`src/hw/rtl/fba_pkg.sv`:
```
package fba_pkg;

  localparam int WORD_BITS       = 32;
  localparam int BIT_W           = 5;
  localparam int ADDR_W          = 32;
  localparam int RSV_W           = 13;
  localparam int FRAME_TOTAL_DEF = 4096;
  localparam int PAGE_SHIFT_DEF  = 12;

  typedef enum logic [1:0] {
    OP_INIT  = 2'd0,
    OP_ALLOC = 2'd1,
    OP_FREE  = 2'd2,
    OP_QUERY = 2'd3
  } op_t;

  typedef enum logic [1:0] {
    ST_OK    = 2'd0,
    ST_FULL  = 2'd1,
    ST_RANGE = 2'd2
  } status_t;

  typedef struct packed {
    op_t               op;
    logic [ADDR_W-1:0] phys_addr;
  } cmd_t;

  typedef struct packed {
    logic [ADDR_W-1:0] frame_addr;
    status_t           status;
    logic              is_free;
  } result_t;

  typedef enum logic [1:0] {
    WOP_ALLOC,
    WOP_CLEAR,
    WOP_FILL
  } word_op_t;

  typedef struct packed {
    logic [WORD_BITS-1:0] new_word;
    logic                 zero_found;
    logic [BIT_W-1:0]     zero_pos;
    logic                 bit_used;
  } word_res_t;

  typedef enum logic [2:0] {
    S_CLEAR,
    S_IDLE,
    S_INIT,
    S_INIT_WR,
    S_ALLOC_CHK,
    S_ADDR
  } state_t;

endpackage

```
`src/hw/rtl/fba_word_unit.sv`:
```
module fba_word_unit (
  input  fba_pkg::word_op_t                 wop,
  input  logic [fba_pkg::WORD_BITS-1:0]     word,
  input  logic [fba_pkg::BIT_W-1:0]         bit_sel,
  input  logic [fba_pkg::BIT_W-1:0]         fill_cnt,
  output fba_pkg::word_res_t                res
);
  import fba_pkg::*;

  logic [WORD_BITS-1:0] lowest_zero;
  logic [WORD_BITS-1:0] sel_mask;
  logic [WORD_BITS-1:0] fill_mask;
  logic [BIT_W-1:0]     pos;

  // isolate the lowest clear bit
  assign lowest_zero = ~word & (word + WORD_BITS'(1));
  assign sel_mask    = WORD_BITS'(1) << bit_sel;
  assign fill_mask   = (WORD_BITS'(1) << fill_cnt) - WORD_BITS'(1);

  always_comb begin
    pos = '0;
    for (int i = 0; i < WORD_BITS; i++) begin
      if (lowest_zero[i]) begin
        pos = BIT_W'(i);
      end
    end
  end

  always_comb begin
    res.zero_found = ~&word;
    res.zero_pos   = pos;
    res.bit_used   = word[bit_sel];
    case (wop)
      WOP_ALLOC: res.new_word = word | lowest_zero;
      WOP_CLEAR: res.new_word = word & ~sel_mask;
      WOP_FILL:  res.new_word = word | fill_mask;
      default:   res.new_word = word;
    endcase
  end

endmodule

```
`config.mk`:
```
export PLATFORM = sky130hd
export DESIGN_NAME = fba_word_unit
export DESIGN_NICKNAME = d
export VERILOG_FILES = /design/src/hw/rtl/fba_pkg.sv /design/src/hw/rtl/fba_word_unit.sv
export SDC_FILE = /design/constraint.sdc
export NUM_CORES = 1
export LEC_CHECK = 0
export BUFFER_PORTS_ARGS = -buffer_cell sky130_fd_sc_hd__buf_4
export CAP_MARGIN = 25
export CORE_ASPECT_RATIO = 1.5
export CORE_MARGIN = 2
export CORE_UTILIZATION = 47
export DETAILED_ROUTE_END_ITERATION = 8
export PLACE_DENSITY = 0.82
export SLEW_MARGIN = 20
export SYNTH_ARGS = -nofsm -noshare
export SYNTH_HDL_FRONTEND = slang
export SYNTH_SLANG_ARGS = --single-unit
```
`constraint.sdc`:
```
create_clock -name vclk -period 2
set_input_delay 0.1 -clock vclk [all_inputs]
set_output_delay 0.1 -clock vclk [all_outputs]
set_load 0.02 [all_outputs]
```
==> run_results.csv <==
group,metric,value,unit
outcome,outcome,"complete, no violations",
synthesis,avgSynthCellArea,5.769,sq um
setup_path,startpoint_type,"input pin",
place,dp_hpwl,8191,um
grt,grt_pass1_vias,3193,
synthesis,netlist_area,2135,sq um
die,dieWidth,59.03,um
synthesis,synthMuxAreaShare,0.07972,
timing,slew_headroom,0.7145,
pwr,power_density,222.1,nW/um^2
timing,rsz0062_at_grt,"true",
die,io-pin-count,83,
synthesis,netlist-cell-type-count,59,
job,cap_violations,0,
timing,final.period_utilization,0.9749,
synthesis,syn-num-nets,415,
setup_path,end_kind,"output pin",
synthesis,syn_inst,370,
min_path,hold_path.class,"input pin to output pin",
place,io_buffers,83,
layout,regArea,0,sq um
pwr,power.leakage,1.281,nW
grt,grt-ovfl-total,0,
setup_path,setup.worst_path.class,"input pin to output pin",
grt,grt_use_total,0.4031,
timing,setup_violations,0,
routing,via_per_inst,6.859,
timing,final-hold-violation-count,0,
layout,drive_above_1_share,0.3117,
die,core_area,4429,sq um
timing,min_period,1.950,ns
synthesis,synthAdderAreaFrac,0.005862,
die,placementRows,30,
routing,vias,3498,
layout,postLayoutCellArea,3157,sq um
die,die-area,5108,sq um
grt,grt_max_degree,25,
setup_path,critPathRequiredTime,1.90,ns
pwr,total_power,701.2,uW
setup_path,path_max_fanout,7,
routing,drc,0,
place,placed_area,2989,sq um
setup_path,crit_arrival,1.85,ns
routing,wl,10630,um
place,place_inst,503,
synthesis,yosys_warnings,0,
layout,fin_cells,510,
layout,diodes,0,
layout,num-nets-final,509,
timing,final-max-slew-violation-count,0,
synthesis,yosys.area_share.simple,0.4343,
routing,first_iter_violations,374,
synthesis,synth_top_family_by_area,"simple AND/OR/NAND/NOR gates",
pwr,ir_worst_vdd,0.1406,mV
synthesis,ys_seq_area_frac,0,
die,initial_core_util,0.4819,
place,gp_congestion,1.043,
layout,area_growth_syn_to_layout,47.89,%
routing,wl_per_cell,20.85,um
routing,drtAntennaViolNets,0,
timing,timing.hold.ws,0.5433,ns
synthesis,synth-xor-area-share,0.004103,
layout,design.seq.count,0,
layout,fin_util,0.7127,
layout,nClkBuffers,0,
die,die_y,86.54,um
grt,grt_pass1_wl,16130,um
synthesis,synth-compound-area-share,0.4039,
timing,fmax,512.9,MHz
routing,dr.pass1.iters,5,
grt,grt_antenna_before_repair,0,
timing,worstMarginPinSlew,0.4237,ns
## logic make-up after synthesis
| kind of cell | count (synthesis) |
|---|---|
| mux | 9 |
| simple gates | 183 |
| buf+inv | 38 |
| xor+xnor | 1 |
| compound gates | 138 |
| fa+ha+maj | 1 |
## stage by stage
| step | TNS (ns) | worst slack, ns |
|---|---|---|
| 2_1_floorplan | 0 | 0.001879 |
| 5_1_grt | -0.04972 | -0.04972 |
| 3_5_place_dp | -0.01909 | -0.01909 |
| 4_1_cts | 0 | 0.02675 |
| 3_3_place_gp | 0 | 0.02058 |
| 6_report | 0 | 0.05022 |
## cell usage in the layout, fill, tap and decap left out, drive strengths merged, types with 7 or more instances in the layout
master and count:
nand2 48, nor3 15, nand3 23, nor2 35
a21oi 40, nor2b 11, or3 7, o21ai 40
inv 10, buf 120, nand2b 10, nand4 9
## path summary, 6_finish.rpt
check / cells after the start / slack [ns] / from / to
max: 7 / 0.05 / word[1] / res[36]
min: 3 / 0.54 / word[15] / res[1]
## where the power goes
group          internal [mW]  switching [mW]  leakage [nW]
combinational          0.297           0.404          1.28
sequential                 0               0             0
clock                      0               0             0
## worst max-delay path, cell delays in order
cell and delay [ns]:
buf_6 0.09, nand4_4 0.10, or4_4 0.59, or3_1 0.37
o21a_1 0.23, a311oi_4 0.19, buf_4 0.18
## cells in the mapped netlist, types with 2 or more instances
cell type | instances | share of area
mux2i_1 | 2 | 0.0094
inv_1 | 10 | 0.018
nor4_1 | 3 | 0.0088
clkbuf_1 | 22 | 0.039
a41oi_1 | 4 | 0.016
nor4bb_1 | 2 | 0.0094
nor3_1 | 15 | 0.035
o221ai_1 | 2 | 0.0082
nand4_1 | 8 | 0.023
and2_1 | 4 | 0.012
o21bai_1 | 2 | 0.0070
buf_1 | 2 | 0.0035
o21a_1 | 5 | 0.018
nor3b_1 | 5 | 0.018
o211ai_1 | 6 | 0.021
a2111oi_0 | 2 | 0.0082
nor2_1 | 35 | 0.062
a2bb2oi_1 | 3 | 0.012
a22oi_1 | 3 | 0.011
nand2_1 | 48 | 0.084
nand3_1 | 23 | 0.054
a31oi_1 | 6 | 0.018
mux4_2 | 5 | 0.053
a311oi_1 | 2 | 0.0082
a21o_1 | 3 | 0.011
a21oi_1 | 40 | 0.094
or3_1 | 6 | 0.018
o22a_1 | 2 | 0.0082
nand2b_1 | 10 | 0.029
o22ai_1 | 4 | 0.012
nor2b_1 | 11 | 0.032
and3_1 | 4 | 0.012
o31ai_1 | 4 | 0.014
clkbuf_2 | 2 | 0.0047
o21ai_0 | 40 | 0.094
a21boi_0 | 2 | 0.0070
## layout make-up
cell class	instances	area, sq um
fillers	408	1272
inverters	10	37.54
multi-input cells	332	2090
well taps	48	60.06
repair buffers	120	969.7
## per-layer routing
metal / part of all wire / wire length [um] / up-vias / global-route usage
met2: 0.51 / 5385 / 260 / 0.7131
li1: - / - / 1588 / -
met1: 0.36 / 3793 / 1605 / 0.4832
met3: 0.090 / 959 / 45 / 0.05821
met4: 0.047 / 497 / 0 / 0.1405
met5: 0 / 0 / - / 0
## timing repair
action                     in CTS  in global routing
buffers inserted                0                  7
hold buffers                    0                  0
gates resized for setup         1                 24
pin swaps                       0                  7
setup endpoints to repair       1                  5
Power figures use the tool's default switching activity.
