$ cat src/hw/rtl/fba_pkg.sv
package fba_pkg;

  localparam int WORD_BITS       = 32;
  localparam int BIT_W           = 5;
  localparam int ADDR_W          = 32;
  localparam int RSV_W           = 13;
  localparam int FRAME_TOTAL_DEF = 4096;
  localparam int PAGE_SHIFT_DEF  = 12;

  typedef enum logic [1:0] {
    OP_INIT  = 2'd0,
    OP_ALLOC = 2'd1,
    OP_FREE  = 2'd2,
    OP_QUERY = 2'd3
  } op_t;

  typedef enum logic [1:0] {
    ST_OK    = 2'd0,
    ST_FULL  = 2'd1,
    ST_RANGE = 2'd2
  } status_t;

  typedef struct packed {
    op_t               op;
    logic [ADDR_W-1:0] phys_addr;
  } cmd_t;

  typedef struct packed {
    logic [ADDR_W-1:0] frame_addr;
    status_t           status;
    logic              is_free;
  } result_t;

  typedef enum logic [1:0] {
    WOP_ALLOC,
    WOP_CLEAR,
    WOP_FILL
  } word_op_t;

  typedef struct packed {
    logic [WORD_BITS-1:0] new_word;
    logic                 zero_found;
    logic [BIT_W-1:0]     zero_pos;
    logic                 bit_used;
  } word_res_t;

  typedef enum logic [2:0] {
    S_CLEAR,
    S_IDLE,
    S_INIT,
    S_INIT_WR,
    S_ALLOC_CHK,
    S_ADDR
  } state_t;

endpackage

$ cat src/hw/rtl/fba_map_ram.sv
module fba_map_ram #(
  parameter int DEPTH = 128,
  parameter int AW    = 7
) (
  input  logic                          clk,
  input  logic                          we,
  input  logic [AW-1:0]                 waddr,
  input  logic [fba_pkg::WORD_BITS-1:0] wdata,
  input  logic                          re,
  input  logic [AW-1:0]                 raddr,
  output logic [fba_pkg::WORD_BITS-1:0] rdata
);
  import fba_pkg::*;

  logic [WORD_BITS-1:0] mem [DEPTH];

  always_ff @(posedge clk) begin
    if (we) begin
      mem[waddr] <= wdata;
    end
  end

  always_ff @(posedge clk) begin
    if (re) begin
      rdata <= mem[raddr];
    end
  end

endmodule

$ cat config.mk
export PLATFORM = sky130hd
export DESIGN_NAME = fba_map_ram
export DESIGN_NICKNAME = d
export VERILOG_FILES = /design/src/hw/rtl/fba_pkg.sv /design/src/hw/rtl/fba_map_ram.sv
export SDC_FILE = /design/constraint.sdc
export NUM_CORES = 2
export LEC_CHECK = 0
export ABC_CLOCK_PERIOD_IN_PS = 4100
export CAP_MARGIN = 20
export CORE_UTILIZATION = 57
export CTS_CLUSTER_DIAMETER = 60
export CTS_CLUSTER_SIZE = 24
export DETAILED_ROUTE_END_ITERATION = 8
export DONT_BUFFER_PORTS = 1
export PLACE_DENSITY_LB_ADDON = 0.15
export SETUP_SLACK_MARGIN = 0.02
export SYNTH_ARGS = -nofsm -noshare
export SYNTH_HDL_FRONTEND = slang
export SYNTH_SLANG_ARGS = --single-unit
$ cat constraint.sdc
create_clock -name clk -period 4.1 [get_ports clk]
set_clock_uncertainty 0.1 [all_clocks]
set_input_delay 0.615 -clock clk [delete_from_list [all_inputs] [get_ports clk]]
set_output_delay 0.615 -clock clk [all_outputs]
set_load 0.1 [all_outputs]
==> out/results.env <==
STATUS='finished, final reports clean'
P_SW_FRAC=0.214
SYNTHESIS.AREA_PER_INSTANCE_UM2=26.1
POST_CTS_BUFFERS=0
HOLD_VIOL_FINAL=0
PIN_COUNT_OF_THE_BIGGEST_NET_ENTERING_GLOBAL_ROUTING=257
TIMING.SLEW.HEADROOM=0.183
DRV_SLEW=0
WORSTMARGINPINSLEW_NS=1.23
SYNTHTOPCELLSBYAREA='sky130_fd_sc_hd__edfxtp_1 79%, sky130_fd_sc_hd__mux4_2 19%, sky130_fd_sc_hd__clkbuf_1 0.44%'
NUMCTSBUFFERS=228
MAXCAPVIOLATIONS=0
DIE-AREA_MM2=0.277
SYNTH.NET_COUNT=6039
FLOP_AND_LATCH_COUNT_OUT_OF_SYNTHESIS=4128
LAYOUT.CELLS.MOST_COMMON='sky130_fd_sc_hd__edfxtp_1'
POWER.SHARE.SEQUENTIAL=0.604
TOTAL_ROUTING_USAGE_REPORTED_BY_GLOBAL_ROUTING=0.300
SYNTH.DISTINCT_CELLS=16
RSZ_0062_RAISED_AFTER_GLOBAL_ROUTING='false'
YOSYSTOPAREACELLSHARE=0.792
MIN-DELAY-PATH-CLASS='input pin to register'
CTS.PATH.MAX_BUFFERS=4
START_UTIL=0.573
FIN_AREA_MM2=0.172
DETAIL_ROUTED_VIA_COUNT_PER_CELL=7.05
POSTSYNTHCELLCOUNT=5990
INTPOWER_mW=60.8
NETLIST_AREA_MM2=0.157
POSTPLACECELLAREA_MM2=0.163
NET-SWITCHING-POWER_mW=16.5
CRIT-REG2REG-LAUNCH='mem[127][3]$_DFFE_PP_'
NUM_ROWS=192
NUM_IO_PINS=81
FINALWEIGHTEDCONGESTION=0.799
WORST_SETUP_HOLD_PATH_CLK_SLEW_NS=0.09
DRT.ANTENNA.VIOLATING_NETS=0
FINALWORSTPATHREQUIREDPERIOD_NS=4.02
DRT_PRE_ANTENNA_ITERS=5
VERT_DIE_DIM_UM=526
YOSYSSEQAREASHARE=0.792
WORST_SLACK_NS=0.0798
CLOCK_TREE.HTREE_LEVEL_COUNT=4
YOSYS_WARNINGS=0
ANTENNA_FOUND_INITIAL=28
TIMING.HOLD.WORST_ENDPOINT='mem[109][12]$_DFFE_PP_'
SYNTHESIS_TO_FINISH_AREA_GROWTH_PCT=9.99
MIN-DELAY-START='wdata[12]'
DETAILEDROUTE.FIRSTITERATIONVIOLATIONS=11600
ROUTE.DETAILED.DRC=0
WORSTREG2REGEND='rdata[3]$_DFFE_PP_'
WIRE_LENGTH_REPORTED_BY_THE_DETAILED_ROUTER_UM=410000
CORE_MM2=0.273
VIAS=69800
CRITPATHMAXFANOUT=119
R2R_SLACK_NS=1.24
HOLD_PATH_CELL_CNT=1
TIMING.FINAL.CRIT_SHARE=0.981
SETUP_VIOLATIONS=0
GLOBALROUTEOVERFLOWTOTAL=0
MAX-VDD-IR-DROP_uV=442
GLOBAL_ROUTE_WIRE_LENGTH_BEFORE_REPAIR_UM=565000
TIMING.CRITICAL_PATH.TO_TYPE='register'
WORSTSETUPSTARTPOINTTYPE='input pin'
PWR_DENSITY_mW_PER_MM2=449
CLOCK_INSERTION_DELAY_WORST_SKEW_NS=0.94
ROUTEDWLPERCELL_UM=41.4
WORST_EP_REQUIRED_TIME_NS=4.67
CTS_ROOT_BUFFER='sky130_fd_sc_hd__clkbuf_16'
FP.DIEW_UM=526
GRT_PASS1_VIAS=69300
PORTBUFFERS=0
TRITONCTS_NUM_SINKS=4128
SHARE_OF_TOTAL_POWER_IN_THE_CLOCK_NETWORK=0.339
FIN_NETS=6208
DRIVE_ABOVE_1_SHARE=0.335
CTS_TREE='built'
HPWL_UM=200000
WORST_EP_ARRIVAL_TIME_NS=4.59
WHS_NS=0.0154
POST-SYNTH-TOP-AREA-CELL='sky130_fd_sc_hd__edfxtp_1'
CELLLEAKAGEPOWER_nW=51.6
CRITICAL_PATH_CLASS='input pin to register'
WORST-R2R-CELL-COUNT=4
PLACEMENT.SETUP.WORST_SLACK_NS=-1.96
MAX_CLOCK_FREQ_GHz=0.249
PWR-SHARE-COMB=0.057
MOSTFREQUENTLAYOUTCELLS='4128 x sky130_fd_sc_hd__edfxtp_1, 1344 x sky130_fd_sc_hd__mux4_2, 235 x sky130_fd_sc_hd__clkbuf_16'
-- synth_stat cells --
library cell               instances
sky130_fd_sc_hd__nor3_1            9
sky130_fd_sc_hd__nand4_1           3
sky130_fd_sc_hd__nor2_1          122
sky130_fd_sc_hd__nand2_1          14
sky130_fd_sc_hd__nand2b_1          2
sky130_fd_sc_hd__buf_6             2
sky130_fd_sc_hd__clkbuf_1        182
sky130_fd_sc_hd__mux2_2           32
sky130_fd_sc_hd__nor2b_1           7
sky130_fd_sc_hd__buf_1            50
sky130_fd_sc_hd__buf_4             3
sky130_fd_sc_hd__or3_1             1
sky130_fd_sc_hd__buf_2            79
sky130_fd_sc_hd__nand3_1          12
sky130_fd_sc_hd__edfxtp_1       4128
sky130_fd_sc_hd__mux4_2         1344
-- kinds of logic after synthesis --
group / count (synthesis) / share of synthesized area
flip-flops: 4128 / 0.792
multiplexers: 1376 / 0.196
AND/OR/NAND/NOR: 170 / 0.00445
buffers and inverters: 316 / 0.00837
-- layout make-up --
type                            instances  area (µm²)
Antenna cell                           15        37.5
Clock buffer                          247        5930
Clock inverter                        126        1690
Fill cell                           17700      101000
Multi-Input combinational cell       1546       32300
Sequential cell                      4128      124000
Tap cell                             3589        4490
Timing Repair Buffer                  255        3850
-- power by group through the flow --
| stage | clock network [mW] | logic, mW | registers (mW) |
|---|---|---|---|
| after floorplan | 0 | 2.25 | 47.9 |
| after global placement | 0 | 3.50 | 47.7 |
| after detailed placement | 0 | 3.57 | 47.7 |
| after CTS | 26.5 | 4.43 | 46.7 |
| after global routing | 27.8 | 4.55 | 46.8 |
| final | 26.2 | 4.40 | 46.7 |
-- layer usage --
metal,GRT usage,up-vias,wire (µm)
met4,0.116,4,18700
met1,0.426,38500,151000
met3,0.0480,653,41500
met5,0,-,27
met2,0.478,4123,199000
li1,-,26600,-
-- registers in the layout, indices dropped and copies added, names as in the netlist --
register  flops
mem        4096
rdata        32
-- what timing repair did --
action / CTS / global route
hold buffers: 38 / 0
gates cloned: 8 / 0
gates resized for setup: 0 / 1
endpoints found under the hold margin: 4166 / 0
setup endpoints to repair: 32 / 11
-- worst max path at each step --
stage / from / depth (start not counted) / slack (ns) / to
after floorplan: we / 3 / 0.15 / mem[98][0]$_DFFE_PP_
after detailed placement: raddr[2] / 7 / -1.96 / rdata[16]$_DFFE_PP_
after global routing: raddr[0] / 6 / 0.05 / rdata[25]$_DFFE_PP_
after CTS: raddr[0] / 7 / 0.12 / rdata[26]$_DFFE_PP_
after global placement: raddr[2] / 7 / -1.87 / rdata[16]$_DFFE_PP_
final: raddr[2] / 7 / 0.08 / rdata[28]$_DFFE_PP_
-- worst max-delay path: stages --
cell and delay, ns:
sky130_fd_sc_hd__buf_16 0.50, sky130_fd_sc_hd__buf_16 0.59, sky130_fd_sc_hd__bufbuf_16 0.81, sky130_fd_sc_hd__mux4_2 0.40, sky130_fd_sc_hd__mux4_2 0.50, sky130_fd_sc_hd__mux4_2 0.47
sky130_fd_sc_hd__mux2_2 0.28
-- per-stage QoR --
step           std cells  total power [mW]  utilization  TNS [ns]
3_3_place_gp        9468              51.2        0.597    -56.59
2_1_floorplan       5990              50.1            -         0
5_1_grt             9900              79.1        0.630         0
6_report            9906              77.3        0.630         0
4_1_cts             9891              77.6        0.630         0
3_5_place_dp        9472              51.3        0.598    -58.98
(Power assumes the default switching activity.)
